### src/hw/rtl/vpe_pkg.sv
// ----------------------------------------------------------------------------
// vpe_pkg
// Shared types, constants and helpers of the Verlet particle engine.
// ----------------------------------------------------------------------------
package vpe_pkg;

	localparam int NUM_PARTICLES = 1024;
	localparam int FRAC_BITS     = 16;
	localparam int PART_AW       = $clog2(NUM_PARTICLES);

	localparam int WORD_W = 32;
	localparam int RAD_W  = 31;
	localparam int BOX_W  = 31;
	localparam int IDX_W  = 10;

	// front queue
	localparam int QDEPTH = 4;
	localparam int QAW    = $clog2(QDEPTH);
	localparam int QCW    = QAW + 1;

	// shared root and divide unit, one result bit per step
	localparam int ITER_STEPS = 32;
	localparam int ITER_CW    = $clog2(ITER_STEPS);

	// configuration
	localparam int CFG_IW = 2;
	localparam logic [CFG_IW-1:0] REG_TIME_STEP  = 2'd0;
	localparam logic [CFG_IW-1:0] REG_BOX_WIDTH  = 2'd1;
	localparam logic [CFG_IW-1:0] REG_BOX_HEIGHT = 2'd2;

	localparam logic [WORD_W-1:0] TIME_STEP_RST  = 32'd1092;
	localparam logic [BOX_W-1:0]  BOX_WIDTH_RST  = 31'd52428800;
	localparam logic [BOX_W-1:0]  BOX_HEIGHT_RST = 31'd39321600;

	typedef enum logic [1:0] {
		REQ_LOAD    = 2'd0,
		REQ_INTEG   = 2'd1,
		REQ_COLLIDE = 2'd2
	} req_t;

	typedef struct packed {
		logic [WORD_W-1:0] time_step;
		logic [BOX_W-1:0]  box_width;
		logic [BOX_W-1:0]  box_height;
	} cfg_t;

	// one classified item in the front queue
	typedef struct packed {
		req_t                     kind;
		logic [IDX_W-1:0]         a;
		logic [IDX_W-1:0]         b;
		logic signed [WORD_W-1:0] v0x;
		logic signed [WORD_W-1:0] v0y;
		logic signed [WORD_W-1:0] v1x;
		logic signed [WORD_W-1:0] v1y;
		logic [RAD_W-1:0]         rad;
	} entry_t;

	typedef enum logic {
		AOP_SQRT = 1'b0,
		AOP_DIV  = 1'b1
	} arith_op_t;

	typedef struct packed {
		logic        start;
		arith_op_t   op;
		logic [63:0] arg;
		logic [32:0] dsr;
	} arith_req_t;

	typedef struct packed {
		logic              done;
		logic [WORD_W-1:0] result;
	} arith_rsp_t;

	localparam logic signed [65:0] S32_MAX = 66'sd2147483647;
	localparam logic signed [65:0] S32_MIN = -66'sd2147483648;

	function automatic logic signed [31:0] sat32(input logic signed [65:0] v);
		logic signed [31:0] r;
		r = v[31:0];
		if (v > S32_MAX) begin
			r = 32'sh7FFFFFFF;
		end else if (v < S32_MIN) begin
			r = 32'sh80000000;
		end
		return r;
	endfunction

endpackage

### src/hw/rtl/vpe_arith.sv
// ----------------------------------------------------------------------------
// vpe_arith
// Shared iterative unit: floor square root of a 64-bit value or 64 by 33 bit
// division, one result bit per cycle.
// ----------------------------------------------------------------------------
module vpe_arith (
	input  logic                clk,
	input  logic                arst_n,
	input  vpe_pkg::arith_req_t req,
	output vpe_pkg::arith_rsp_t rsp
);
	import vpe_pkg::*;

	logic               busy_q;
	logic               done_q;
	logic [ITER_CW-1:0] cnt_q;
	arith_op_t          op_q;
	logic [34:0]        rem_q;
	logic [63:0]        sh_q;
	logic [32:0]        dsr_q;
	logic [31:0]        res_q;
	logic [34:0]        rp;
	logic [34:0]        trial;
	logic               ge;

	always_comb begin
		if (op_q == AOP_SQRT) begin
			rp    = {rem_q[32:0], sh_q[63:62]};
			trial = {1'b0, res_q, 2'b01};
		end else begin
			rp    = {rem_q[33:0], sh_q[63]};
			trial = {2'b00, dsr_q};
		end
		ge = (rp >= trial);
	end

	assign rsp.done   = done_q;
	assign rsp.result = res_q;

	always_ff @(posedge clk) begin
		if (req.start && !busy_q) begin
			op_q  <= req.op;
			dsr_q <= req.dsr;
			res_q <= '0;
			if (req.op == AOP_SQRT) begin
				rem_q <= '0;
				sh_q  <= req.arg;
			end else begin
				rem_q <= {3'b000, req.arg[63:32]};
				sh_q  <= {req.arg[31:0], 32'd0};
			end
		end else if (busy_q) begin
			rem_q <= ge ? (rp - trial) : rp;
			res_q <= {res_q[30:0], ge};
			sh_q  <= (op_q == AOP_SQRT) ? (sh_q << 2) : (sh_q << 1);
		end
	end

	always_ff @(posedge clk or negedge arst_n) begin
		if (!arst_n) begin
			busy_q <= 1'b0;
			done_q <= 1'b0;
			cnt_q  <= '0;
		end else begin
			done_q <= 1'b0;
			if (req.start && !busy_q) begin
				busy_q <= 1'b1;
				cnt_q  <= ITER_CW'(ITER_STEPS - 1);
			end else if (busy_q) begin
				cnt_q <= cnt_q - ITER_CW'(1);
				if (cnt_q == '0) begin
					busy_q <= 1'b0;
					done_q <= 1'b1;
				end
			end
		end
	end

	a_start_idle: assert property (@(posedge clk) disable iff (!arst_n)
		req.start |-> !busy_q)
		else $error("iterative unit started while busy");

	a_finish: assert property (@(posedge clk) disable iff (!arst_n)
		busy_q && cnt_q == '0 |=> done_q && !busy_q)
		else $error("iterative unit did not finish on its last step");

endmodule

### config.mk
export PLATFORM = sky130hd
export DESIGN_NAME = vpe_arith
export DESIGN_NICKNAME = d
export VERILOG_FILES = /design/src/hw/rtl/vpe_pkg.sv /design/src/hw/rtl/vpe_arith.sv
export SDC_FILE = /design/constraint.sdc
export NUM_CORES = 1
export LEC_CHECK = 0
export ABC_AREA = 1
export ABC_CLOCK_PERIOD_IN_PS = 4400
export BUFFER_PORTS_ARGS = -buffer_cell sky130_fd_sc_hd__buf_2
export CORE_MARGIN = 8
export CORE_UTILIZATION = 35
export CTS_CLUSTER_DIAMETER = 40
export DETAILED_ROUTE_END_ITERATION = 10
export HOLD_SLACK_MARGIN = 0.1
export PLACE_DENSITY = 0.53
export REMOVE_ABC_BUFFERS = 1
export SLEW_MARGIN = 15
export SYNTH_ARGS = -nofsm -noshare
export SYNTH_HDL_FRONTEND = slang
export SYNTH_SLANG_ARGS = --single-unit
### constraint.sdc
create_clock -name clk -period 4.4 [get_ports clk]
set_input_delay 0.44 -clock clk [delete_from_list [all_inputs] [get_ports clk]]
set_output_delay 0.44 -clock clk [all_outputs]
set_load 0.03 [all_outputs]
# Word level (Yosys, flattened, before mapping)
# Index checks and enable logic that the tools add are counted.
dict set report word_totals {
  register_bits 171
  inputBits 101
  out_inout_bits 33
  elab_cells 33
}
dict set report op_classes {
  n_addsub 2
  n_lt_le_gt_ge 1
  mux 18
  n_reduce_logical 4
}
# operator count
set ops {}
lappend ops {{$mux W64} 4}
lappend ops {{$mux W34} 4}
lappend ops {{$ge A35 B34 Y1} 1}
lappend ops {{$mux W35} 1}
lappend ops {{$sub A34 B34 Y34} 1}
lappend ops {{$mux W32} 1}
lappend ops {{$mux W5} 2}
lappend ops {{$mux W1} 6}
lappend ops {{$logic_not A5 Y1} 1}
lappend ops {{$sub A5 B1 Y5 const B} 1}
lappend ops {{$reduce_bool A2 Y1} 1}
lappend ops {{$logic_and A1 B1 Y1} 1}
lappend ops {{$logic_not A1 Y1} 1}

# Depth between registers and ports, before layout
# Gate-level depths: netlist of run 1.
dict set report logic_depth {
  depth_word 5
  depth_mapped 23
  ltp_nobuf 19
}

# Worst setup path before layout of run 1
# No wires, ideal clock.
dict set report synth_timing {
  path_type {input port to flip-flop}
  from {input port req[98] (netlist name)}
  to {register rem_q[0], enable pin}
  setup_ps 501
  arrival_time_ps 3468
  t_required_ps 3899
  slack_ps 431
  stages 3
  path_buffers 1
  path_cell_list {nor2_1 > inv_1 > buf_1}
}
dict set report synth_between {
  elab_chain_len 2
}
# element line_no
set synth_rtl {}
lappend synth_rtl {{start, declared} vpe_arith.sv:9} ;# input vpe_pkg::arith_req_t req,
lappend synth_rtl {{$logic_and A1 B1 Y1} vpe_arith.sv:41} ;# if (req.start && !busy_q) begin
lappend synth_rtl {{$reduce_bool A2 Y1 (no line)} -}
lappend synth_rtl {{end signal, assigned} vpe_arith.sv:49} ;# rem_q <= {3'b000, req.arg[63:32]};
lappend synth_rtl {{end signal, assigned} vpe_arith.sv:53} ;# rem_q <= ge ? (rp - trial) : rp;
lappend synth_rtl {{end, declared} vpe_arith.sv:18} ;# logic [34:0] rem_q;
# Every way passes these cells.
# A chain may end at the register's enable or synchronous reset.

# Worst setup path in the final report of run 1
dict set report layout_timing {
  from {register op_q}
  to {register rem_q[23], data pin}
}
dict set report layout_between {
  elab_chain_len 5
  elab_cells_between_ends 7
  cone_classes {add/sub: 1; order compare: 1; mux: 5}
}
# element line_no
set layout_rtl {}
lappend layout_rtl {{start, declared} vpe_arith.sv:17} ;# arith_op_t op_q;
lappend layout_rtl {{start signal, assigned} vpe_arith.sv:42} ;# op_q <= req.op;
lappend layout_rtl {{$mux W35 / $mux W34 (equally long branches)} vpe_arith.sv:27} ;# if (op_q == AOP_SQRT) begin
lappend layout_rtl {{$sub A34 B34 Y34 / $ge A35 B34 Y1 (equally long branches)} {vpe_arith.sv:53, vpe_arith.sv:34}}
lappend layout_rtl {{$mux W34 (*)} vpe_arith.sv:53}
lappend layout_rtl {{$mux W34 (*)} vpe_arith.sv:52} ;# end else if (busy_q) begin
lappend layout_rtl {{$mux W34 (*)} vpe_arith.sv:41}
# Every way passes the cells marked *; elsewhere a longest branch is shown, timed or not. The select of a mux whose other input is x is not followed.

==> flow_metrics.py, run 1 <==
metrics = {
    "sta": {
        "rsz0062_at_grt": "no",
        "period_share_pct": 79.3,
        "tightestPinTransition_ns": 1.08,
        "fmax_ghz": 0.287,
        "setup_viol": 0,
        "finalSetupTns_ns": 0,
        "slew_violations": 0,
        "slew_headroom_pct": 28.0,
        "hold_viol_final": 0,
        "fin_crit_ns": 3.49,
        "finClkSkew_ns": 0.0140,
    },
    "power": {
        "power_density_mw_per_mm2": 782,
        "leakage_uw": 0.00594,
        "ir_worst_vdd_v": 0.000339,
        "p_int_uw": 5330,
        "p_sw_uw": 4630,
        "switching_share_pct": 46.5,
        "seqPwrFrac_pct": 29.9,
        "pwr-share-clk_pct": 14.8,
        "power_frac_comb_pct": 55.3,
    },
    "cells_and_area": {
        "multi_input_area_sq_mm": 0.00518,
        "design_area_sq_mm": 0.0127,
        "seqCellArea_sq_mm": 0.00478,
        "area_growth_pct": 14.0,
        "layout_common_cells": "nand2_1, inv_1, o21ai_0",
        "fin_nets": 1732,
        "fillers": 3316,
        "final_common_cell": "nand2_1",
        "n_antenna_cell": 0,
        "drive_gt1_share_pct": 14.7,
    },
    "cts": {
        "cts_sinks": 171,
        "cts_buffers": 17,
        "cts_buffer_depth": 2,
        "clk_pin_slew_ns": 0.07,
        "cts-root-buf": "clkbuf_16",
        "hold_buffers": 1,
        "clk_latency_ns": 0.44,
        "htree_levels": 4,
        "postCtsSetupRepairBufs": 0,
        "cts.repair.resized": 0,
        "cts_tree": "built",
    },
    "worst_setup_path": {
        "critPathMostFrequentCell": "nand2_1",
        "cpMaxStageDelayCell": "edfxtp_1",
        "worstSetupEndpointType": "flop",
        "crit_type": "flop to flop",
        "path_max_fanout": 55,
        "arrival_ns": 3.69,
        "worst_setup_path_start_kind": "flop",
        "worstRegToRegCells": 17,
        "worst-path-buf-inv": 3,
        "slowest_delay_ns": 0.39,
        "crit_required_ns": 4.60,
        "r2r_slack_ns": 0.91,
        "crit_path_cell_trace": "inv_4 -> buf_12 -> or2_2 -> o21ai_0 -> inv_1 -> ha_1 -> nand2_1 -> nor2_1 -> nand3_1 -> nand3_2 -> nand2_1 -> nand2_2 -> nand2_4 -> nand2_8 -> nand2_1 -> nand3_1 -> nand2_1",
        "crit_cells": 17,
        "cp_top_family": "simple AND/OR/NAND/NOR gates",
    },
    "drt": {
        "via_per_inst": 4.96,
        "drc_errors": 0,
        "via_count": 9959,
        "first_iter_violations": 765,
        "ant_nets": 0,
        "routedWlPerCell_um": 16.6,
        "detail_route.first_pass.iterations": 5,
        "routed_wl_um": 33400,
    },
    "yosys": {
        "synth_flop_cell": "edfxtp_1",
        "synth.distinct_cells": 42,
        "netlist_instances": 1497,
        "synth_area_leader_cell": "edfxtp_1",
        "ys_warn_count": 0,
        "syn_avg_cell_area_sq_um": 7.46,
        "synthArstFlopShare_pct": 4.09,
        "yosysSeqAreaShare_pct": 42.8,
        "ys_top_cells_by_area": "edfxtp_1, nand2_1, inv_1, o21ai_0, dfxtp_1",
        "synth_top_area_share_pct": 35.5,
        "synth_edf_count": 132,
        "synth_area_sq_mm": 0.0112,
        "synth_seq_cells": 171,
    },
    "global_routing": {
        "gr-total-overflow": 0,
        "grt_pass1_wl_um": 53200,
        "antenna_found_initial": 0,
        "grt_use_total_pct": 17.5,
        "grt_max_degree": 74,
        "grt_pass1_vias": 9840,
    },
    "floorplan": {
        "io_pins": 134,
        "core_area_sq_mm": 0.0315,
        "rows": 65,
        "fp.dieArea_sq_mm": 0.0379,
        "die_y_um": 195,
        "start_util_pct": 35.5,
        "die_width_um": 195,
    },
    "placement": {
        "post_dp_cell_area_sq_mm": 0.0122,
        "io_buffers": 133,
        "place_congestion": 0.905,
        "dp_hpwl_um": 25500,
    },
    "outcome": {
        "status": "complete, no violations",
    },
    "hold_path": {
        "min_delay_path_depth": 1,
        "worst_hold_path_type": "input port to flop",
    },
    "flow_run": {
        "maxCapViolations": 0,
    },
}
sequential cells by signal (all words and copies together) (netlist names):
name,flops
sh_q,64
rem_q,34
dsr_q,33
res_q,32
cnt_q,5
busy_q,1
done_q,1
op_q,1
stage by stage:
| step | setup WS (ns) | cells | utilization [%] | hold WS, ns | total power, uW |
|---|---|---|---|---|---|
| after detailed placement | 0.865 | 1976 | 38.6 | 0.284 | 8510 |
| after floorplan | -3.22 | 1426 | - | 0.144 | 6930 |
| final | 0.911 | 2009 | 40.5 | 0.172 | 9960 |
| after global placement | 0.875 | 1976 | 38.6 | 0.289 | 8470 |
| after CTS | 0.852 | 2009 | 40.5 | 0.149 | 10000 |
| after global routing | 0.558 | 2009 | 40.5 | 0.150 | 10900 |
routing by layer:
metal / vias to the layer above / global-route usage [%] / share of wire [%]
li1: 5118 / - / -
met1: 4586 / 24.8 / 49
met2: 241 / 27.4 / 45
met3: 14 / 2.97 / 5.1
met4: 0 / 3.99 / 0.93
met5: - / 0 / 0
power groups by stage:
stage / registers [uW] / clock network, uW / logic, uW
floorplan: 3220 / 0 / 3700
global placement: 3000 / 0 / 5470
detailed placement: 3010 / 0 / 5500
CTS: 2980 / 1520 / 5530
global route: 3060 / 1580 / 6270
finish: 2980 / 1470 / 5510
cell usage after synthesis (all sizes together), types with 2 or more instances:
cell / instances
nand2: 404
inv: 237
o21ai: 138
edfxtp: 132
nand3: 127
nor2: 120
o22ai: 59
clkbuf: 49
ha: 36
or2: 33
dfxtp: 32
o221ai: 32
buf: 22
a21oi: 21
xnor2: 15
nand3b: 12
dfrtp: 7
nor3: 6
and2: 4
nand4: 3
clkinv: 2
layout make-up:
type	count	share of cell area, %
tap	402	3.95
multi-input combinational	1016	40.7
clock buffer	18	3.37
clock inverter	14	1.07
timing repair buffer	149	6.29
sequential	171	37.5
inverter	239	7.09
logic make-up (layout without fill, tap and decap cells):
family,Yosys count,count (layout),synth area share [%]
DFF,171,171,42.8
AOI/OAI and AO/OA,254,254,13.3
and+or+nand+nor,709,709,27.6
adders and majority gates,37,37,4.21
buffers and inverters,310,420,10.9
muxes,1,1,0.0896
xor gates and xnor gates,15,15,1.18
path summary, 6_finish.rpt:
| check | endpoint | start |
|---|---|---|
| worst min register to register | cnt_q[4] | cnt_q[4] |
| worst max register to register | rem_q[23] | op_q |
| max in group asynchronous | cnt_q[0] | arst_n |
| min in group asynchronous | done_q | arst_n |
| worst max-delay path | rem_q[23] | op_q |
| worst min-delay path | dsr_q[6] | req[6] |
Note: power is estimated with default switching activity, not from simulation.
==> inputs of run 2 (changes only) <==
ABC_CLOCK_PERIOD_IN_PS = 3000   (was 4400)
PLACE_DENSITY = 0.54   (was 0.53)
clock period = 3 ns   (was 4.4 ns; I/O delays follow)
==> flow_metrics.py, run 2 (synthesis results as in run 1) <==
metrics = {
    "outcome": {
        "status": "complete, but fails checks",
        "violations": "setup timing",
    },
    "worst_setup_path": {
        "arrival_ns": 3.30,
        "worst_setup_path_start_kind": "flop",
        "cp_top_family": "simple AND/OR/NAND/NOR gates",
        "crit_type": "flop to flop",
        "critPathMostFrequentCell": "nand2_1",
        "worst-path-buf-inv": 6,
        "crit_cells": 20,
        "worstRegToRegCells": 20,
        "crit_path_cell_trace": "buf_6 -> buf_4 -> inv_6 -> or2_2 -> o21ai_4 -> inv_2 -> ha_4 -> nand2_1 -> nand2_1 -> nand2_1 -> nand2_2 -> inv_1 -> nand2_1 -> nand2_2 -> nand3_4 -> nor2_8 -> buf_6 -> nand2_4 -> o21ai_2 -> nor2_1",
        "path_max_fanout": 8,
        "crit_required_ns": 3.21,
        "worstSetupEndpointType": "flop",
        "slowest_delay_ns": 0.41,
        "cpMaxStageDelayCell": "edfxtp_1",
    },
    "floorplan": {
        "die_y_um": 195,
        "fp.dieArea_sq_mm": 0.0379,
        "die_width_um": 195,
        "io_pins": 134,
        "rows": 65,
        "core_area_sq_mm": 0.0315,
        "start_util_pct": 35.5,
    },
    "global_routing": {
        "grt_max_degree": 97,
        "antenna_found_initial": 0,
        "grt_use_total_pct": 19.0,
        "grt_pass1_wl_um": 57800,
        "gr-total-overflow": 0,
        "grt_pass1_vias": 10700,
    },
    "cells_and_area": {
        "drive_gt1_share_pct": 31.3,
        "fillers": 3030,
        "final_common_cell": "nand2_1",
        "reg_top3": "sh_q x64, rem_q x34, dsr_q x33",
        "area_growth_pct": 40.2,
        "fin_nets": 1920,
        "n_antenna_cell": 0,
        "largest_register_ffs": 64,
        "regMostFlops": "sh_q",
        "layout_common_cells": "nand2_1, inv_1, buf_2",
    },
    "cts": {
        "cts_tree": "built",
        "clk_latency_ns": 0.45,
        "cts_buffers": 17,
        "cts-root-buf": "clkbuf_16",
        "cts_sinks": 171,
        "clk_pin_slew_ns": 0.07,
        "cts_buffer_depth": 2,
        "htree_levels": 4,
    },
    "placement": {
        "dp_hpwl_um": 26300,
        "pre_cts_slack_ns": -0.154,
        "io_buffers": 133,
        "place_congestion": 0.916,
    },
    "sta": {
        "finClkSkew_ns": 0.0107,
        "finalSetupTns_ns": -0.809,
        "slew_violations": 0,
        "setup_slack_ns": -0.0936,
        "hold_viol_final": 0,
        "fin_crit_ns": 3.09,
        "fmax_ghz": 0.323,
        "setup_viol": 33,
        "slew_headroom_pct": 28.7,
        "tightestPinTransition_ns": 1.07,
        "period_share_pct": 103,
        "rsz0062_at_grt": "yes",
    },
    "power": {
        "p_sw_uw": 8210,
        "p_int_uw": 10300,
        "switching_share_pct": 44.4,
        "pwr-share-clk_pct": 13.3,
        "power_density_mw_per_mm2": 1180,
        "leakage_uw": 0.00712,
        "seqPwrFrac_pct": 24.3,
        "power_frac_comb_pct": 62.4,
        "ir_worst_vdd_v": 0.000618,
    },
    "hold_path": {
        "min_delay_path_depth": 3,
        "worst_hold_path_type": "input port to flop",
    },
    "drt": {
        "routed_wl_um": 38300,
        "detail_route.first_pass.iterations": 5,
        "drc_errors": 0,
        "first_iter_violations": 905,
        "via_per_inst": 5.00,
        "via_count": 11000,
        "ant_nets": 0,
        "routedWlPerCell_um": 17.4,
    },
    "flow_run": {
        "maxCapViolations": 0,
    },
}
## run 2: changes by cell type in the layout (fill, tap and decap cells not counted), sizes merged
cell,change
buf,+139
dlygate4sd3,+34
nand2,+5
bufinv,+4
inv,+4
clkbuf,+3
clkinv,-2
## run 2: final timing paths
kind                          start        end  slack, ns
max                            op_q  rem_q[32]      -0.09
min                         req[94]  rem_q[29]       0.14
max reg2reg                    op_q  rem_q[32]      -0.09
min reg2reg                cnt_q[4]   cnt_q[4]       0.48
max in group asynchronous    arst_n   cnt_q[1]       2.62
min in group asynchronous    arst_n     done_q       0.22
## run 2: layer usage
layer / track usage, % / routed length [um] / part of all wire (%) / vias to the layer above
met5: 0 / 0 / 0 / -
met3: 3.25 / 1970 / 5.1 / 46
li1: - / - / - / 5516
met2: 30.6 / 17600 / 46 / 325
met4: 4.75 / 795 / 2.1 / 0
met1: 26.0 / 18000 / 47 / 5097
## run 2: tightest hold or removal path: stages
cell	delay, ns
buf_2	0.09
nand2_1	0.05
nand2_1	0.05
## run 2: power by group through the flow
stage	Combinational (uW)	Sequential, uW	Clock, uW
floorplan	5430	4730	0
global placement	9300	4400	0
detailed placement	9350	4410	0
CTS	10300	4400	2510
global route	12600	4600	2600
finish	11500	4480	2470
## run 2: layout make-up
type	instances	area (sq um)	share of cell area [%]
inverter	239	926	5.91
multi-input combinational	1021	6240	39.9
timing repair inverter	6	67.6	0.431
sequential	171	4780	30.5
timing repair buffer	326	2510	16.0
tap	402	503	3.21
clock inverter	14	208	1.33
clock buffer	17	425	2.72
## run 2: stage by stage
step	area (sq um)	std cells	hold slack (ns)	utilization, %	power, uW
4_1_cts	14700	2163	0.126	46.6	17200
5_1_grt	15700	2196	0.168	49.8	19800
2_1_floorplan	10800	1426	0.00441	-	10200
3_3_place_gp	13000	2085	0.142	41.4	13700
6_report	15700	2196	0.143	49.8	18500
3_5_place_dp	13000	2085	0.143	41.4	13800
## run 2: what timing repair did
item,4_1_cts,5_1_grt
hold endpoints to repair,41,0
pin swaps,3,18
setup buffers,8,21
resized for setup,115,189
endpoints found under the setup margin,34,35
cloned,4,12
hold buffers,35,0
