**config.mk**
```make
export PLATFORM = sky130hd
export DESIGN_NAME = vpe_front_flat
export DESIGN_NICKNAME = d
export VERILOG_FILES = /design/src/hw/rtl/vpe_pkg.sv /design/src/hw/rtl/vpe_if.sv /design/src/hw/rtl/vpe_front.sv /design/src/flat_wrapper.sv
export SDC_FILE = /design/constraint.sdc
export NUM_CORES = 1
export LEC_CHECK = 0
export BUFFER_PORTS_ARGS = -buffer_cell sky130_fd_sc_hd__buf_2
export CAP_MARGIN = 20
export CELL_PAD_IN_SITES_DETAIL_PLACEMENT = 1
export CELL_PAD_IN_SITES_GLOBAL_PLACEMENT = 1
export CORE_MARGIN = 2
export CORE_UTILIZATION = 29
export CTS_CLUSTER_DIAMETER = 80
export DETAILED_ROUTE_END_ITERATION = 10
export PLACE_DENSITY_LB_ADDON = 0.1
export SYNTH_ARGS = -nofsm -noshare
export SYNTH_HDL_FRONTEND = slang
export SYNTH_SLANG_ARGS = --single-unit
```
**constraint.sdc**
```tcl
create_clock -name clk -period 7.8 [get_ports clk]
set_clock_uncertainty 0.05 [all_clocks]
set_input_delay 1.56 -clock clk [delete_from_list [all_inputs] [get_ports clk]]
set_output_delay 1.56 -clock clk [all_outputs]
set_load 0.005 [all_outputs]
```
**src/hw/rtl/vpe_pkg.sv**
```systemverilog
// ----------------------------------------------------------------------------
// vpe_pkg
// Shared types, constants and helpers of the Verlet particle engine.
// ----------------------------------------------------------------------------
package vpe_pkg;

	localparam int NUM_PARTICLES = 1024;
	localparam int FRAC_BITS     = 16;
	localparam int PART_AW       = $clog2(NUM_PARTICLES);

	localparam int WORD_W = 32;
	localparam int RAD_W  = 31;
	localparam int BOX_W  = 31;
	localparam int IDX_W  = 10;

	// front queue
	localparam int QDEPTH = 4;
	localparam int QAW    = $clog2(QDEPTH);
	localparam int QCW    = QAW + 1;

	// shared root and divide unit, one result bit per step
	localparam int ITER_STEPS = 32;
	localparam int ITER_CW    = $clog2(ITER_STEPS);

	// configuration
	localparam int CFG_IW = 2;
	localparam logic [CFG_IW-1:0] REG_TIME_STEP  = 2'd0;
	localparam logic [CFG_IW-1:0] REG_BOX_WIDTH  = 2'd1;
	localparam logic [CFG_IW-1:0] REG_BOX_HEIGHT = 2'd2;

	localparam logic [WORD_W-1:0] TIME_STEP_RST  = 32'd1092;
	localparam logic [BOX_W-1:0]  BOX_WIDTH_RST  = 31'd52428800;
	localparam logic [BOX_W-1:0]  BOX_HEIGHT_RST = 31'd39321600;

	typedef enum logic [1:0] {
		REQ_LOAD    = 2'd0,
		REQ_INTEG   = 2'd1,
		REQ_COLLIDE = 2'd2
	} req_t;

	typedef struct packed {
		logic [WORD_W-1:0] time_step;
		logic [BOX_W-1:0]  box_width;
		logic [BOX_W-1:0]  box_height;
	} cfg_t;

	// one classified item in the front queue
	typedef struct packed {
		req_t                     kind;
		logic [IDX_W-1:0]         a;
		logic [IDX_W-1:0]         b;
		logic signed [WORD_W-1:0] v0x;
		logic signed [WORD_W-1:0] v0y;
		logic signed [WORD_W-1:0] v1x;
		logic signed [WORD_W-1:0] v1y;
		logic [RAD_W-1:0]         rad;
	} entry_t;

	typedef enum logic {
		AOP_SQRT = 1'b0,
		AOP_DIV  = 1'b1
	} arith_op_t;

	typedef struct packed {
		logic        start;
		arith_op_t   op;
		logic [63:0] arg;
		logic [32:0] dsr;
	} arith_req_t;

	typedef struct packed {
		logic              done;
		logic [WORD_W-1:0] result;
	} arith_rsp_t;

	localparam logic signed [65:0] S32_MAX = 66'sd2147483647;
	localparam logic signed [65:0] S32_MIN = -66'sd2147483648;

	function automatic logic signed [31:0] sat32(input logic signed [65:0] v);
		logic signed [31:0] r;
		r = v[31:0];
		if (v > S32_MAX) begin
			r = 32'sh7FFFFFFF;
		end else if (v < S32_MIN) begin
			r = 32'sh80000000;
		end
		return r;
	endfunction

endpackage

```
**src/hw/rtl/vpe_if.sv**
```systemverilog
// ----------------------------------------------------------------------------
// vpe_if
// Valid/ready channels for command items and result items.
// ----------------------------------------------------------------------------
interface vpe_cmd_if;
	import vpe_pkg::*;

	logic                     valid;
	logic                     ready;
	logic [1:0]               req_type;
	logic [IDX_W-1:0]         particle;
	logic [IDX_W-1:0]         partner;
	logic signed [WORD_W-1:0] load_x;
	logic signed [WORD_W-1:0] load_y;
	logic signed [WORD_W-1:0] speed_x;
	logic signed [WORD_W-1:0] speed_y;
	logic [RAD_W-1:0]         size;
	logic signed [WORD_W-1:0] push_x;
	logic signed [WORD_W-1:0] push_y;

	modport source (output valid, req_type, particle, partner, load_x, load_y,
		speed_x, speed_y, size, push_x, push_y, input ready);
	modport sink (input valid, req_type, particle, partner, load_x, load_y,
		speed_x, speed_y, size, push_x, push_y, output ready);
endinterface


```
**src/hw/rtl/vpe_front.sv**
```systemverilog
// ----------------------------------------------------------------------------
// vpe_front
// Accepts command items, drops unknown or out-of-range ones, prepares the
// load fields and queues the rest for the back end.
// ----------------------------------------------------------------------------
module vpe_front (
	input  logic            clk,
	input  logic            arst_n,
	vpe_cmd_if.sink         cmd,
	input  logic            pop,
	output logic            avail,
	output vpe_pkg::entry_t head
);
	import vpe_pkg::*;

	entry_t           fifo_q [QDEPTH];
	logic [QAW-1:0]   wr_ptr_q;
	logic [QAW-1:0]   rd_ptr_q;
	logic [QCW-1:0]   count_q;
	entry_t           e;
	logic             keep;
	logic             in_a;
	logic             in_b;
	logic             push;

	assign cmd.ready = (count_q != QCW'(QDEPTH));
	assign avail     = (count_q != '0);
	assign head      = fifo_q[rd_ptr_q];

	always_comb begin
		in_a = (32'(cmd.particle) < NUM_PARTICLES);
		in_b = (32'(cmd.partner) < NUM_PARTICLES);
		case (cmd.req_type)
			REQ_LOAD, REQ_INTEG: begin
				keep = in_a;
			end
			REQ_COLLIDE: begin
				keep = in_a && in_b;
			end
			default: begin
				keep = 1'b0;
			end
		endcase
		e.kind = req_t'(cmd.req_type);
		e.a    = cmd.particle;
		e.b    = cmd.partner;
		e.v0x  = (cmd.req_type == REQ_LOAD) ? cmd.load_x : cmd.push_x;
		e.v0y  = (cmd.req_type == REQ_LOAD) ? cmd.load_y : cmd.push_y;
		// previous position of a loaded particle
		e.v1x  = sat32(66'(cmd.load_x) - 66'(cmd.speed_x));
		e.v1y  = sat32(66'(cmd.load_y) - 66'(cmd.speed_y));
		e.rad  = cmd.size;
	end

	assign push = cmd.valid && cmd.ready && keep;

	always_ff @(posedge clk) begin
		if (push) begin
			fifo_q[wr_ptr_q] <= e;
		end
	end

	always_ff @(posedge clk or negedge arst_n) begin
		if (!arst_n) begin
			wr_ptr_q <= '0;
			rd_ptr_q <= '0;
			count_q  <= '0;
		end else begin
			if (push) begin
				wr_ptr_q <= wr_ptr_q + QAW'(1);
			end
			if (pop) begin
				rd_ptr_q <= rd_ptr_q + QAW'(1);
			end
			count_q <= count_q + QCW'(push) - QCW'(pop);
		end
	end

	a_pop_nonempty: assert property (@(posedge clk) disable iff (!arst_n)
		pop |-> count_q != '0)
		else $error("queue popped while empty");

	a_count_push: assert property (@(posedge clk) disable iff (!arst_n)
		push && !pop |=> count_q == $past(count_q) + QCW'(1))
		else $error("queue count lost a pushed item");

endmodule

```
**src/flat_wrapper.sv**
```systemverilog
// flat-port wrapper written by rule: the top's interface ports become plain ports
module vpe_front_flat import vpe_pkg::*;
  (clk, arst_n, pop, avail, head, cmd_valid, cmd_req_type, cmd_particle, cmd_partner, cmd_load_x, cmd_load_y, cmd_speed_x, cmd_speed_y, cmd_size, cmd_push_x, cmd_push_y, cmd_ready);
  vpe_cmd_if cmd_i ();
  input  logic clk;
  input  logic arst_n;
  input  logic pop;
  output logic avail;
  output vpe_pkg::entry_t head;
  input wire logic [$bits(cmd_i.valid)-1:0] cmd_valid;
  input wire logic [$bits(cmd_i.req_type)-1:0] cmd_req_type;
  input wire logic [$bits(cmd_i.particle)-1:0] cmd_particle;
  input wire logic [$bits(cmd_i.partner)-1:0] cmd_partner;
  input wire logic [$bits(cmd_i.load_x)-1:0] cmd_load_x;
  input wire logic [$bits(cmd_i.load_y)-1:0] cmd_load_y;
  input wire logic [$bits(cmd_i.speed_x)-1:0] cmd_speed_x;
  input wire logic [$bits(cmd_i.speed_y)-1:0] cmd_speed_y;
  input wire logic [$bits(cmd_i.size)-1:0] cmd_size;
  input wire logic [$bits(cmd_i.push_x)-1:0] cmd_push_x;
  input wire logic [$bits(cmd_i.push_y)-1:0] cmd_push_y;
  output wire logic [$bits(cmd_i.ready)-1:0] cmd_ready;
  assign cmd_i.valid = cmd_valid;
  assign cmd_i.req_type = cmd_req_type;
  assign cmd_i.particle = cmd_particle;
  assign cmd_i.partner = cmd_partner;
  assign cmd_i.load_x = cmd_load_x;
  assign cmd_i.load_y = cmd_load_y;
  assign cmd_i.speed_x = cmd_speed_x;
  assign cmd_i.speed_y = cmd_speed_y;
  assign cmd_i.size = cmd_size;
  assign cmd_i.push_x = cmd_push_x;
  assign cmd_i.push_y = cmd_push_y;
  assign cmd_ready = cmd_i.ready;
  vpe_front u_core (.clk(clk), .arst_n(arst_n), .cmd(cmd_i), .pop(pop), .avail(avail), .head(head));
endmodule
```
* After elaboration in Yosys (flattened, before gate mapping) *
Memory sizes are Yosys's and may differ from the RTL's.
Index checks and enable logic that the tools add are counted.

storage, ports and cells
  bits in writable memories = 724
  register bits = 7
  bits of input ports = 249
  memories kept = 1
  output and inout bits = 183

memories
  name           depth  bits a word  read ports  clocked after memory_dff  write ports  line             text
  u_core.fifo_q  4      181          1           0                         1            vpe_front.sv:16  entry_t fifo_q [QDEPTH];

operators by class
  equality and inequality tests = 3
  mux-type cells = 9
  $lt $le $gt $ge = 4
  add/subtract/negate cells = 6
  reductions and logical operators = 5

operators by type and width
  kind                    count
  $mux W32                6
  $gt A66 B32 Y1 const B  2
  $lt A66 B32 Y1 const B  2
  $sub A32 B32 Y33        2
  $add A2 B1 Y2 const B   2
  $add A3 B1 Y3           1
  $mux W1                 3
  $ne A3 B3 Y1 const B    1
  $reduce_bool A3 Y1      1
  $reduce_or A3 Y1        1
  $sub A3 B1 Y3           1
  $eq A2 B1 Y1 const B    1
  $eq A2 B2 Y1 const B    1
  $logic_and A1 B1 Y1     2
  $logic_not A2 Y1        1

* Longest topological paths before layout *
Gate-level depths: netlist of the first run.

  word-level depth = 6
  gate-level depth with buffers = 13
  mapped depth without buffers = 12

* Least setup slack after synthesis of the first run *
OpenSTA, ideal clock, no wires.

  path type = input port to flip-flop
  from = in cmd_req_type[0]
  to = mem u_core.fifo_q[0][0] (netlist bit), enable pin
  buffers on the path = 1
  stages = 4
  arrival = 6.139 ns
  path slack = 1.048 ns
  cells stage by stage = nand2_1 > and3_1 > clkbuf_1 > and2_1

between the ends
  longest elaborated chain between the ends = 6
  elaborated cells between the ends (all ways) = 8

RTL lines
  what                                        line                text
  from (decl)                                 flat_wrapper.sv:11  input wire logic [$bits(cmd_i.req_type)-1:0] cmd_req_type;
  $eq A2 B1 Y1, or another cell as far along  vpe_front.sv:33     case (cmd.req_type)
  $reduce_or A3 Y1 (no source line) (*)       --
  $mux W1 (*)                                 vpe_front.sv:33
  $logic_and A1 B1 Y1 (*)                     vpe_front.sv:55     assign push = cmd.valid && cmd.ready && keep;
  via u_core.push                             vpe_front.sv:24     logic push;
  $mux W1 (*)                                 vpe_front.sv:58     if (push) begin
  $mux W1 (implied by the code) (*)           vpe_front.sv:59     fifo_q[wr_ptr_q] <= e;
  to (decl)                                   vpe_front.sv:16

The timed path passes the listed nets; every way through them passes the cells marked *.

==> results of run 1 <==
==> per-layer routing <==
layer	track usage (%)	wire, um	vias up
li1	-	-	7644
met1	18.6	35100	8798
met2	27.4	43600	378
met3	3.41	3740	111
met4	4.29	2000	2
met5	0	13	-
==> flip-flops by register name, indices dropped and copies added (netlist names) <==
register and cells:
u_core.rd_ptr_q 2, u_core.wr_ptr_q 2, u_core.count_q 3, u_core.fifo_q 724
==> cells in the final DEF (no fill, tap or decap), drive strengths merged, types with 24 or more instances in the layout <==
cell type and n:
clkbuf 108, clkinv 32, o21ai 41, a21o 27, nand2 45, edfxtp 724, ha 72, inv 87
mux4 181, a21oi 104, nor2 37, buf 446, xor2 24, xnor2 33, mux2 65
==> report_power, final <==
part           leakage [nW]  switching, mW  internal, mW
combinational          5.29           2.11          1.66
clock                  1.31           1.58          2.30
sequential             6.66          0.178          5.13
==> path summary, 6_finish.rpt <==
path	from	to	slack [ns]
hold / removal	u_core.count_q[1]	u_core.count_q[2]	0.51
min in group asynchronous	arst_n	u_core.count_q[0]	0.70
max in group asynchronous	arst_n	u_core.rd_ptr_q[1]	6.82
hold reg to reg	u_core.count_q[1]	u_core.count_q[2]	0.51
setup / recovery	cmd_load_y[0]	u_core.fifo_q[2][37]	2.83
setup reg to reg	u_core.count_q[1]	u_core.fifo_q[1][132]	4.88
==> critical path, stage by stage <==
cell and delay, ns:
buf_2 0.09, inv_1 0.06, ha_1 0.20, fa_1 0.42, nor2b_1 0.17, o211ai_1 0.19
a21boi_1 0.44, a22oi_1 0.26, a21o_1 0.23, o31a_1 0.32, o221ai_2 0.53, nor2_2 0.07
buf_4 0.27, o31ai_1 0.47
==> stage by stage <==
stage | utilization (%) | instance area, sq um
after floorplan | - | 31200
after global placement | 32.8 | 35000
after detailed placement | 32.8 | 35000
after CTS | 35.3 | 37800
after global routing | 35.3 | 37800
final | 35.3 | 37800
==> kinds of logic (layout without fill, tap and decap cells) <==
| logic type | count (synthesis) | after routing | share of synthesized area, % |
|---|---|---|---|
| fa+ha+maj | 80 | 80 | 3.25 |
| simple gates | 155 | 155 | 2.54 |
| buf+inv | 147 | 684 | 1.89 |
| compound gates | 239 | 239 | 4.93 |
| flops | 731 | 731 | 70.3 |
| mux | 246 | 246 | 15.4 |
| xor+xnor | 57 | 57 | 1.63 |
| other cells | 0 | 3 | 0 |
==> layout make-up <==
type                            instances  area share, %
Multi-Input combinational cell        777           23.0
Clock inverter                         47           1.32
Tap cell                             1403           4.65
Antenna cell                            3         0.0199
Timing Repair Buffer                  446           6.27
Sequential cell                       731           58.0
Inverter                               83          0.825
Clock buffer                          108           5.92
==> metrics.md, run 1 <==
| Metric | Value |
|---|---|
| Status | finished, final reports clean |
| Synth Flop Type | edfxtp_1 |
| Via count | 16900 |
| CTS hold repair buffers | 0 |
| Worst path arrival time | 5.31 ns |
| Syn Nets | 1979 |
| Register area | 21900 sq um |
| Layout cells sized above 1 | 38.0% |
| Die height | 332 um |
| Die ar. | 110000 sq um |
| Crit path kind | input port to register |
| Max Clock Freq | 0.201 GHz |
| Final hold vios | 0 |
| DR vias/cell | 4.71 |
| DRC violations left | 0 |
| Clock Pin Slew Worst Setup and Hold Paths | 0.06 ns |
| Antenna violations before repair | 6 |
| Wirelength, routed | 84500 um |
| Average wire per standard cell | 23.5 um |
| Postcts setup bufs | 0 |
| Worst-margin pin slew | 0.952 ns |
| Die W | 332 um |
| CTS tree | yes |
| Placed Cells incl. Taps | 3440 |
| Initial DRC count | 794 |
| Core area | 107000 sq um |
| Power per cell area | 343 nW/um^2 |
| Vias in the first global route | 19000 |
| Hold crit path type | register to register |
| Top-count cell post-synth | edfxtp_1 |
| GPL Wtd Cong | 0.746 |
| Tcrit/Tclk final | 63.7% |
| Post-Synthesis Cells | 1655 |
| Mapped cell area | 31200 sq um |
| Final TNS setup | 0 ns |
| Seq/Total Area, Yosys | 70.3% |
| # H-tree levels | 3 |
| Fin cells | 3598 |
| Total power | 12.9 mW |
| P_leak | 13.3 nW |
| Total global routing overflow | 0 |
| Clock latency on the worst-skew pair | 0.64 ns |
| Synth area leaders | edfxtp_1, mux4_2, ha_1 |
| Worst slew margin | 36.6% |
| Final setup fails | 0 |
| Row cnt | 120 |
| Number of buffers added on ports | 431 |
| Number of buffers created by CTS | 85 |
| Filler instances | 10900 |
| Unrepaired setup endpoints after global routing | no |
| Ys Warns | 0 |
| Tmin final | 4.97 ns |
| Min Hold Slack | 0.512 ns |
| Worst setup margin | 2.83 ns |
| Bufs on Longest Clock Path | 3 |
| Io pins | 432 |
| Hpwl dp | 54900 um |
| Yosys top cell by area | edfxtp_1 |
| Post-synth EDFFs | 724 |
| CTS Sinks | 731 |
| Synth Register Bits | 731 |
| Final Max Tran Viols | 0 |
| Post-place setup slack | 2.10 ns |
| CTS root buf | clkbuf_16 |
| Multi-input combinational cell area | 8680 sq um |
| Yosys top cell area share | 69.8% |
| Maximum VDD drop | 0.000273 V |
| Avg Cell Area, Syn | 18.8 sq um |
| Pre-antenna DRT Iters | 5 |
| Detail Route Antenna Nets | 0 |
| Post-synth top cells | edfxtp_1, mux4_2, a21oi_1 |
| Max FO, Critical Path | 26 |
| Nets | 2448 |
| GRT Total Usage | 15.3% |
| Post-CTS Resized | 0 |
| Area delta synth->final | 21.2% |
| Largest net degree at the start of global routing | 97 |
| # Max-Cap Violations | 0 |
| Critical Path RT | 8.14 ns |
| Initial Util | 29.2% |
| CP startpoint kind | input port |
| Cells on worst reg2reg path | 5 |
| CP endpoint kind | register |
| Yosys cell types | 70 |
| First-pass GRT wire length | 126000 um |
| Share of async-settable or async-resettable flops after synthesis | 0.958% |
| Hold Path Stages | 1 |
Note: power is estimated with default switching activity, not from simulation.
==> run 2, diff against run 1 <==
Clock period 7.8 ns to 4.9 ns, I/O delays scaled along.
==> run 2 against run 1 <==
Clock-buffer cell count shrank 12. Worst hold slack got worse by 0.40 ns. Setup slack got worse by 2.1 ns. Highest routed layer is now met4.
==> metrics.md, run 2 (synthesis results as in run 1) <==
| Metric | Value |
|---|---|
| Multi-input combinational cell area | 8680 sq um (unchanged) |
| Met2 Use GR | 28.4% (was 27.4%) |
| Filler instances | 10800 (was 10900) |
| GR Util met1 | 19.2% (was 18.6%) |
| Clock latency on the worst-skew pair | 0.65 ns (was 0.64 ns) |
| Status | finished, final reports clean (unchanged) |
| Detail Route Antenna Nets | 0 (unchanged) |
| Initial DRC count | 970 (was 794) |
| Crit-path cells | buf_2 > inv_1 > ha_1 > fa_1 > nor2b_1 > o211ai_1 > a21boi_1 > buf_4 > a22oi_1 > a21o_1 > o31a_1 > o221ai_2 > nor2_2 > buf_4 > o21ai_0 (was buf_2 > inv_1 > ha_1 > fa_1 > nor2b_1 > o211ai_1 > a21boi_1 > a22oi_1 > a21o_1 > o31a_1 > o221ai_2 > nor2_2 > buf_4 > o31ai_1) |
| Design area | 38100 sq um (was 37800 sq um) |
| Core area | 107000 sq um (unchanged) |
| Io pins | 432 (unchanged) |
| Final hold vios | 0 (unchanged) |
| Postcts setup bufs | 0 (unchanged) |
| # H-tree levels | 3 (unchanged) |
| CTS Sinks | 731 (unchanged) |
| Average wire per standard cell | 24.0 um (was 23.5 um) |
| Area delta synth->final | 22.3% (was 21.2%) |
| CTS tree | yes (unchanged) |
| Crit path kind | input port to register (unchanged) |
| Max FO, Critical Path | 16 (was 26) |
| Final Max Tran Viols | 0 (unchanged) |
| Die W | 332 um (unchanged) |
| Bufs on Longest Clock Path | 3 (unchanged) |
| CP startpoint kind | input port (unchanged) |
| Unrepaired setup endpoints after global routing | no (unchanged) |
| Worst path max stage delay | 0.67 ns (was 0.53 ns) |
| GRT Total Usage | 15.8% (was 15.3%) |
| Pre-antenna DRT Iters | 4 (was 5) |
| Die ar. | 110000 sq um (unchanged) |
| # Max-Cap Violations | 0 (unchanged) |
| Largest net degree at the start of global routing | 81 (was 97) |
| Most used cell, CP | buf_4 |
| CP endpoint kind | register (unchanged) |
| DR vias/cell | 4.72 (was 4.71) |
| Vias in the first global route | 19300 (was 19000) |
| Tmin final | 4.19 ns |
| Final setup fails | 0 (unchanged) |
| Most frequent cells in the layout | edfxtp_1, buf_2, mux4_2 (unchanged) |
| Antenna cell count | 0 (was 3) |
| GRT busiest layer | met2 (unchanged) |
| Worst path arrival time | 4.48 ns (was 5.31 ns) |
| Wirelength, routed | 87100 um (was 84500 um) |
| Most flop-heavy register | u_core.fifo_q (unchanged) |
| Post-CTS Resized | 0 (unchanged) |
| Reg-to-reg slack, setup | 2.33 ns (was 4.88 ns) |
| P_leak | 13.5 nW (was 13.3 nW) |
| Total global routing overflow | 0 (unchanged) |
| Antenna violations before repair | 4 (was 6) |
| Hpwl dp | 59700 um (was 54900 um) |
| CTS hold repair buffers | 0 (unchanged) |
| Met3 usage | 3.16% (was 3.41%) |
| Dpl cell area | 35400 sq um (was 35000 sq um) |
| Max Clock Freq | 0.239 GHz |
| Tcrit/Tclk final | 85.5% |
| CTS root buf | clkbuf_16 (unchanged) |
| Initial Util | 29.2% (unchanged) |
| Row cnt | 120 (unchanged) |
| Maximum VDD drop | 0.000262 V (was 0.000273 V) |
| Number of buffers created by CTS | 83 (was 85) |
| Power per cell area | 549 nW/um^2 (was 343 nW/um^2) |
| Worst-margin pin slew | 0.933 ns (was 0.952 ns) |
| First-pass GRT wire length | 130000 um (was 126000 um) |
| Final TNS setup | 0 ns (unchanged) |
| GPL Wtd Cong | 0.769 (was 0.746) |
| Commonest non-fill, non-tap cell in the layout | edfxtp_1 (unchanged) |
| Nets | 2480 (was 2448) |
| Number of buffers added on ports | 431 (unchanged) |
| Clock Pin Slew Worst Setup and Hold Paths | 0.06 ns (about the same) |
| Via count | 17100 (was 16900) |
| Register area | 21900 sq um (unchanged) |
| Worst slew margin | 37.8% (was 36.6%) |
| Max reg flops | 724 (unchanged) |
| Hold crit path type | input port to async pin (was register to register) |
| Regs by FF count | u_core.fifo_q x724, u_core.count_q x3 (unchanged) |
| Die height | 332 um (unchanged) |
| Critical Path RT | 5.19 ns (was 8.14 ns) |
| Layout cells sized above 1 | 39.4% (was 38.0%) |
| DRC violations left | 0 (unchanged) |
| Slowest cell on crit path | nor2_2 (was o221ai_2) |
[run 2: stage by stage]
stage	cells	utilization, %	setup WS (ns)	hold WS (ns)	power, mW
2_1_floorplan	1655	-	0.751	0.466	12.1
3_3_place_gp	3474	33.1	0.0637	0.486	15.1
3_5_place_dp	3474	33.1	-0.133	0.514	15.1
4_1_cts	3621	35.7	0.598	0.0500	21.5
5_1_grt	3621	35.7	0.404	0.0690	22.0
6_report	3621	35.7	0.711	0.109	20.9
[run 2: layout make-up]
cell class | count | area share [%]
Clock buffer | 96 | 5.58
Tap cell | 1403 | 4.60
Clock inverter | 51 | 1.53
Inverter | 83 | 0.817
Multi-Input combinational cell | 777 | 22.8
Sequential cell | 731 | 57.5
Timing Repair Buffer | 480 | 7.21
[run 2: path summary, 6_finish.rpt]
kind                            depth (start not counted)                     to              start
worst max register to register                          5  u_core.fifo_q[3][133]  u_core.count_q[1]
worst max-delay path                                   15   u_core.fifo_q[0][45]      cmd_load_y[0]
min in group clk                                        1  u_core.fifo_q[3][160]     cmd_partner[1]
worst min register to register                          1      u_core.count_q[2]  u_core.count_q[1]
max in group asynchronous                               1     u_core.rd_ptr_q[0]             arst_n
worst min-delay path                                    1      u_core.count_q[2]             arst_n
[run 2: layer usage]
layer	vias up	part of all wire (%)
li1	7711	-
met4	0	2.6
met1	8897	41
met5	-	0
met2	358	52
met3	114	4.0
[run 2: worst max-delay path, delay by kind of cell]
| kind | cells | cell delay (ns) |
|---|---|---|
| compound gates | 7 | 1.59 |
| simple gates | 2 | 0.74 |
| fa+ha+maj | 2 | 0.39 |
| buf+inv | 4 | 0.73 |
[run 2: report_power, final]
part | switching, mW | internal [mW]
clock network | 2.58 | 3.66
logic | 3.35 | 2.81
registers | 0.400 | 8.14
==> run 3, diff against run 2 <==
Settings changed: CORE_MARGIN 2 to 5.
==> run 3 against run 2 <==
First-iteration DRC count is 29% lower. Largest cell class unchanged. Final area up 0.14%. Die area rose by 3.6%. Non-clock buffer count down 4. Worst hold slack about the same. Sequential share of layout area is 0.081 points lower. Global-route usage decreased by 0.80 points. Critical path type unchanged. Flip-flop and latch count is the same. Sequential power barely moved. Setup slack better by 0.30 ns. Via count increased by 0.29%.
==> metrics.md, run 3 (synthesis results as in run 1) <==
| Metric | Value |
|---|---|
| Filler instances | 10800 (about the same) |
| DRC violations left | 0 (unchanged) |
| Min Hold Slack | 0.109 ns (about the same) |
| Initial DRC count | 693 (was 970) |
| Total power | 20.9 mW (about the same) |
| Register area | 21900 sq um (unchanged) |
| GRT busiest layer | met2 (unchanged) |
| Wirelength, routed | 87300 um (was 87100 um) |
| Most frequent cells in the layout | edfxtp_1, buf_2, mux4_2 (unchanged) |
| Critical Path RT | 5.27 ns (was 5.19 ns) |
| Hpwl dp | 59700 um (about the same) |
| Worst path arrival time | 4.26 ns (was 4.48 ns) |
| Crit path kind | input port to register (unchanged) |
| Status | finished, final reports clean (unchanged) |
| Most flop-heavy register | u_core.fifo_q (unchanged) |
| Clock Pin Slew Worst Setup and Hold Paths | 0.06 ns (about the same) |
| Commonest non-fill, non-tap cell in the layout | edfxtp_1 (unchanged) |
| Area delta synth->final | 22.5% (was 22.3%) |
| Pre-antenna DRT Iters | 5 (was 4) |
| Die height | 338 um (was 332 um) |
| Core area | 107000 sq um (unchanged) |
| Die W | 338 um (was 332 um) |
| CP startpoint kind | input port (unchanged) |
| Bufs on Longest Clock Path | 3 (unchanged) |
| Clock latency on the worst-skew pair | 0.65 ns (about the same) |
| Via count | 17100 (about the same) |
| Die ar. | 114000 sq um (was 110000 sq um) |
| Power per cell area | 547 nW/um^2 (was 549 nW/um^2) |
| Worst setup margin | 1.01 ns (was 0.711 ns) |
| Total global routing overflow | 0 (unchanged) |
| CTS root buf | clkbuf_16 (unchanged) |
| Final setup fails | 0 (unchanged) |
| Tcrit/Tclk final | 79.4% (was 85.5%) |
| Met3 usage | 2.89% (was 3.16%) |
| Tmin final | 3.89 ns (was 4.19 ns) |
| Post-place setup slack | 0.283 ns (was -0.133 ns) |
| Regs by FF count | u_core.fifo_q x724, u_core.count_q x3 (unchanged) |
| Vias in the first global route | 19000 (was 19300) |
| Number of buffers created by CTS | 87 (was 83) |
| Row cnt | 120 (unchanged) |
| CTS Sinks | 731 (unchanged) |
| Detail Route Antenna Nets | 0 (unchanged) |
| Worst slew margin | 36.4% (was 37.8%) |
| Initial Util | 29.2% (unchanged) |
| Layout cells sized above 1 | 39.4% (about the same) |
| Dpl cell area | 35400 sq um (about the same) |
| Nets | 2480 (unchanged) |
| CTS hold repair buffers | 0 (unchanged) |
| CP endpoint kind | register (unchanged) |
| Final Max Tran Viols | 0 (unchanged) |
| Final TNS setup | 0 ns (unchanged) |
| Max reg flops | 724 (unchanged) |
| CTS tree | yes (unchanged) |
| P_leak | 13.5 nW (about the same) |
| # Max-Cap Violations | 0 (unchanged) |
| Maximum VDD drop | 0.000280 V (was 0.000262 V) |
| Antenna violations before repair | 4 (unchanged) |
| Post-CTS Resized | 0 (unchanged) |
| GPL Wtd Cong | 0.763 (was 0.769) |
| Design area | 38200 sq um (was 38100 sq um) |
| GRT Total Usage | 15.0% (was 15.8%) |
| Io pins | 432 (unchanged) |
| Fin cells | 3628 (was 3621) |
| Postcts setup bufs | 0 (unchanged) |
| DR vias/cell | 4.72 (about the same) |
| Multi-input combinational cell area | 8680 sq um (unchanged) |
| Placed Cells incl. Taps | 3470 (was 3474) |
| GR Util met1 | 18.8% (was 19.2%) |
| Max Clock Freq | 0.257 GHz (was 0.239 GHz) |
| Number of buffers added on ports | 431 (unchanged) |
| Layout Utilization | 35.7% (about the same) |
| Final hold vios | 0 (unchanged) |
| First-pass GRT wire length | 127000 um (was 130000 um) |
| Unrepaired setup endpoints after global routing | no (unchanged) |
| Worst-margin pin slew | 0.954 ns (was 0.933 ns) |
| # H-tree levels | 3 (unchanged) |
| Average wire per standard cell | 24.1 um (was 24.0 um) |
| Met2 Use GR | 26.5% (was 28.4%) |
| Largest net degree at the start of global routing | 66 (was 81) |
| Max FO, Critical Path | 28 (was 16) |
| Hold crit path type | input port to async pin (unchanged) |
[run 3: changes by cell type in the layout (fill, tap and decap cells not counted), sizes merged]
| cell | change |
|---|---|
| diode | +4 |
| buf | -4 |
| bufinv | -4 |
| clkbuf | +11 |
| inv | -5 |
| clkinvlp | +1 |
| clkinv | +4 |
[run 3: worst max-delay path, cell delays in order]
cell and delay, ns:
buf_2 0.09, inv_1 0.07, ha_1 0.20, fa_1 0.41
nor2b_1 0.19, o211ai_1 0.23, a21boi_1 0.20, buf_4 0.15
a22oi_1 0.13, a21o_1 0.22, o31a_1 0.32, o221ai_2 0.23
buf_4 0.20, nand2_4 0.24, a21oi_1 0.40
[run 3: layout make-up]
class / count / share of cell area [%]
diodes: 4 / 0.0262
clock buffers: 107 / 5.98
clock inverters: 47 / 1.18
inverters: 83 / 0.816
multi-input cells: 777 / 22.7
flip-flops and latches: 731 / 57.4
well taps: 1403 / 4.60
repair buffers: 476 / 7.26
[run 3: report_power, final]
part | switching (mW) | total, mW | internal [mW]
clock | 2.53 | 6.16 | 3.63
sequential | 0.398 | 8.54 | 8.14
combinational | 3.36 | 6.19 | 2.83
total | 6.29 | 20.9 | 14.6
[run 3: final timing paths]
kind,start,to,slack (ns),depth (start not counted)
setup / recovery,cmd_load_y[0],u_core.fifo_q[3][47],1.01,15
hold / removal,arst_n,u_core.rd_ptr_q[0],0.11,1
setup reg to reg,u_core.count_q[1],u_core.fifo_q[3][113],2.30,5
hold reg to reg,u_core.count_q[1],u_core.count_q[2],0.51,1
max in group asynchronous,arst_n,u_core.rd_ptr_q[1],4.49,1
min in group clk,pop,u_core.rd_ptr_q[0],0.49,2
[run 3: layer usage]
layer  wire length [um]  part of all wire (%)  up-vias
li1                   -                     -     7707
met1              36500                    42     8928
met2              44800                    51      374
met3               3920                   4.5      121
met4               2040                   2.3        0
met5                  0                     0        -
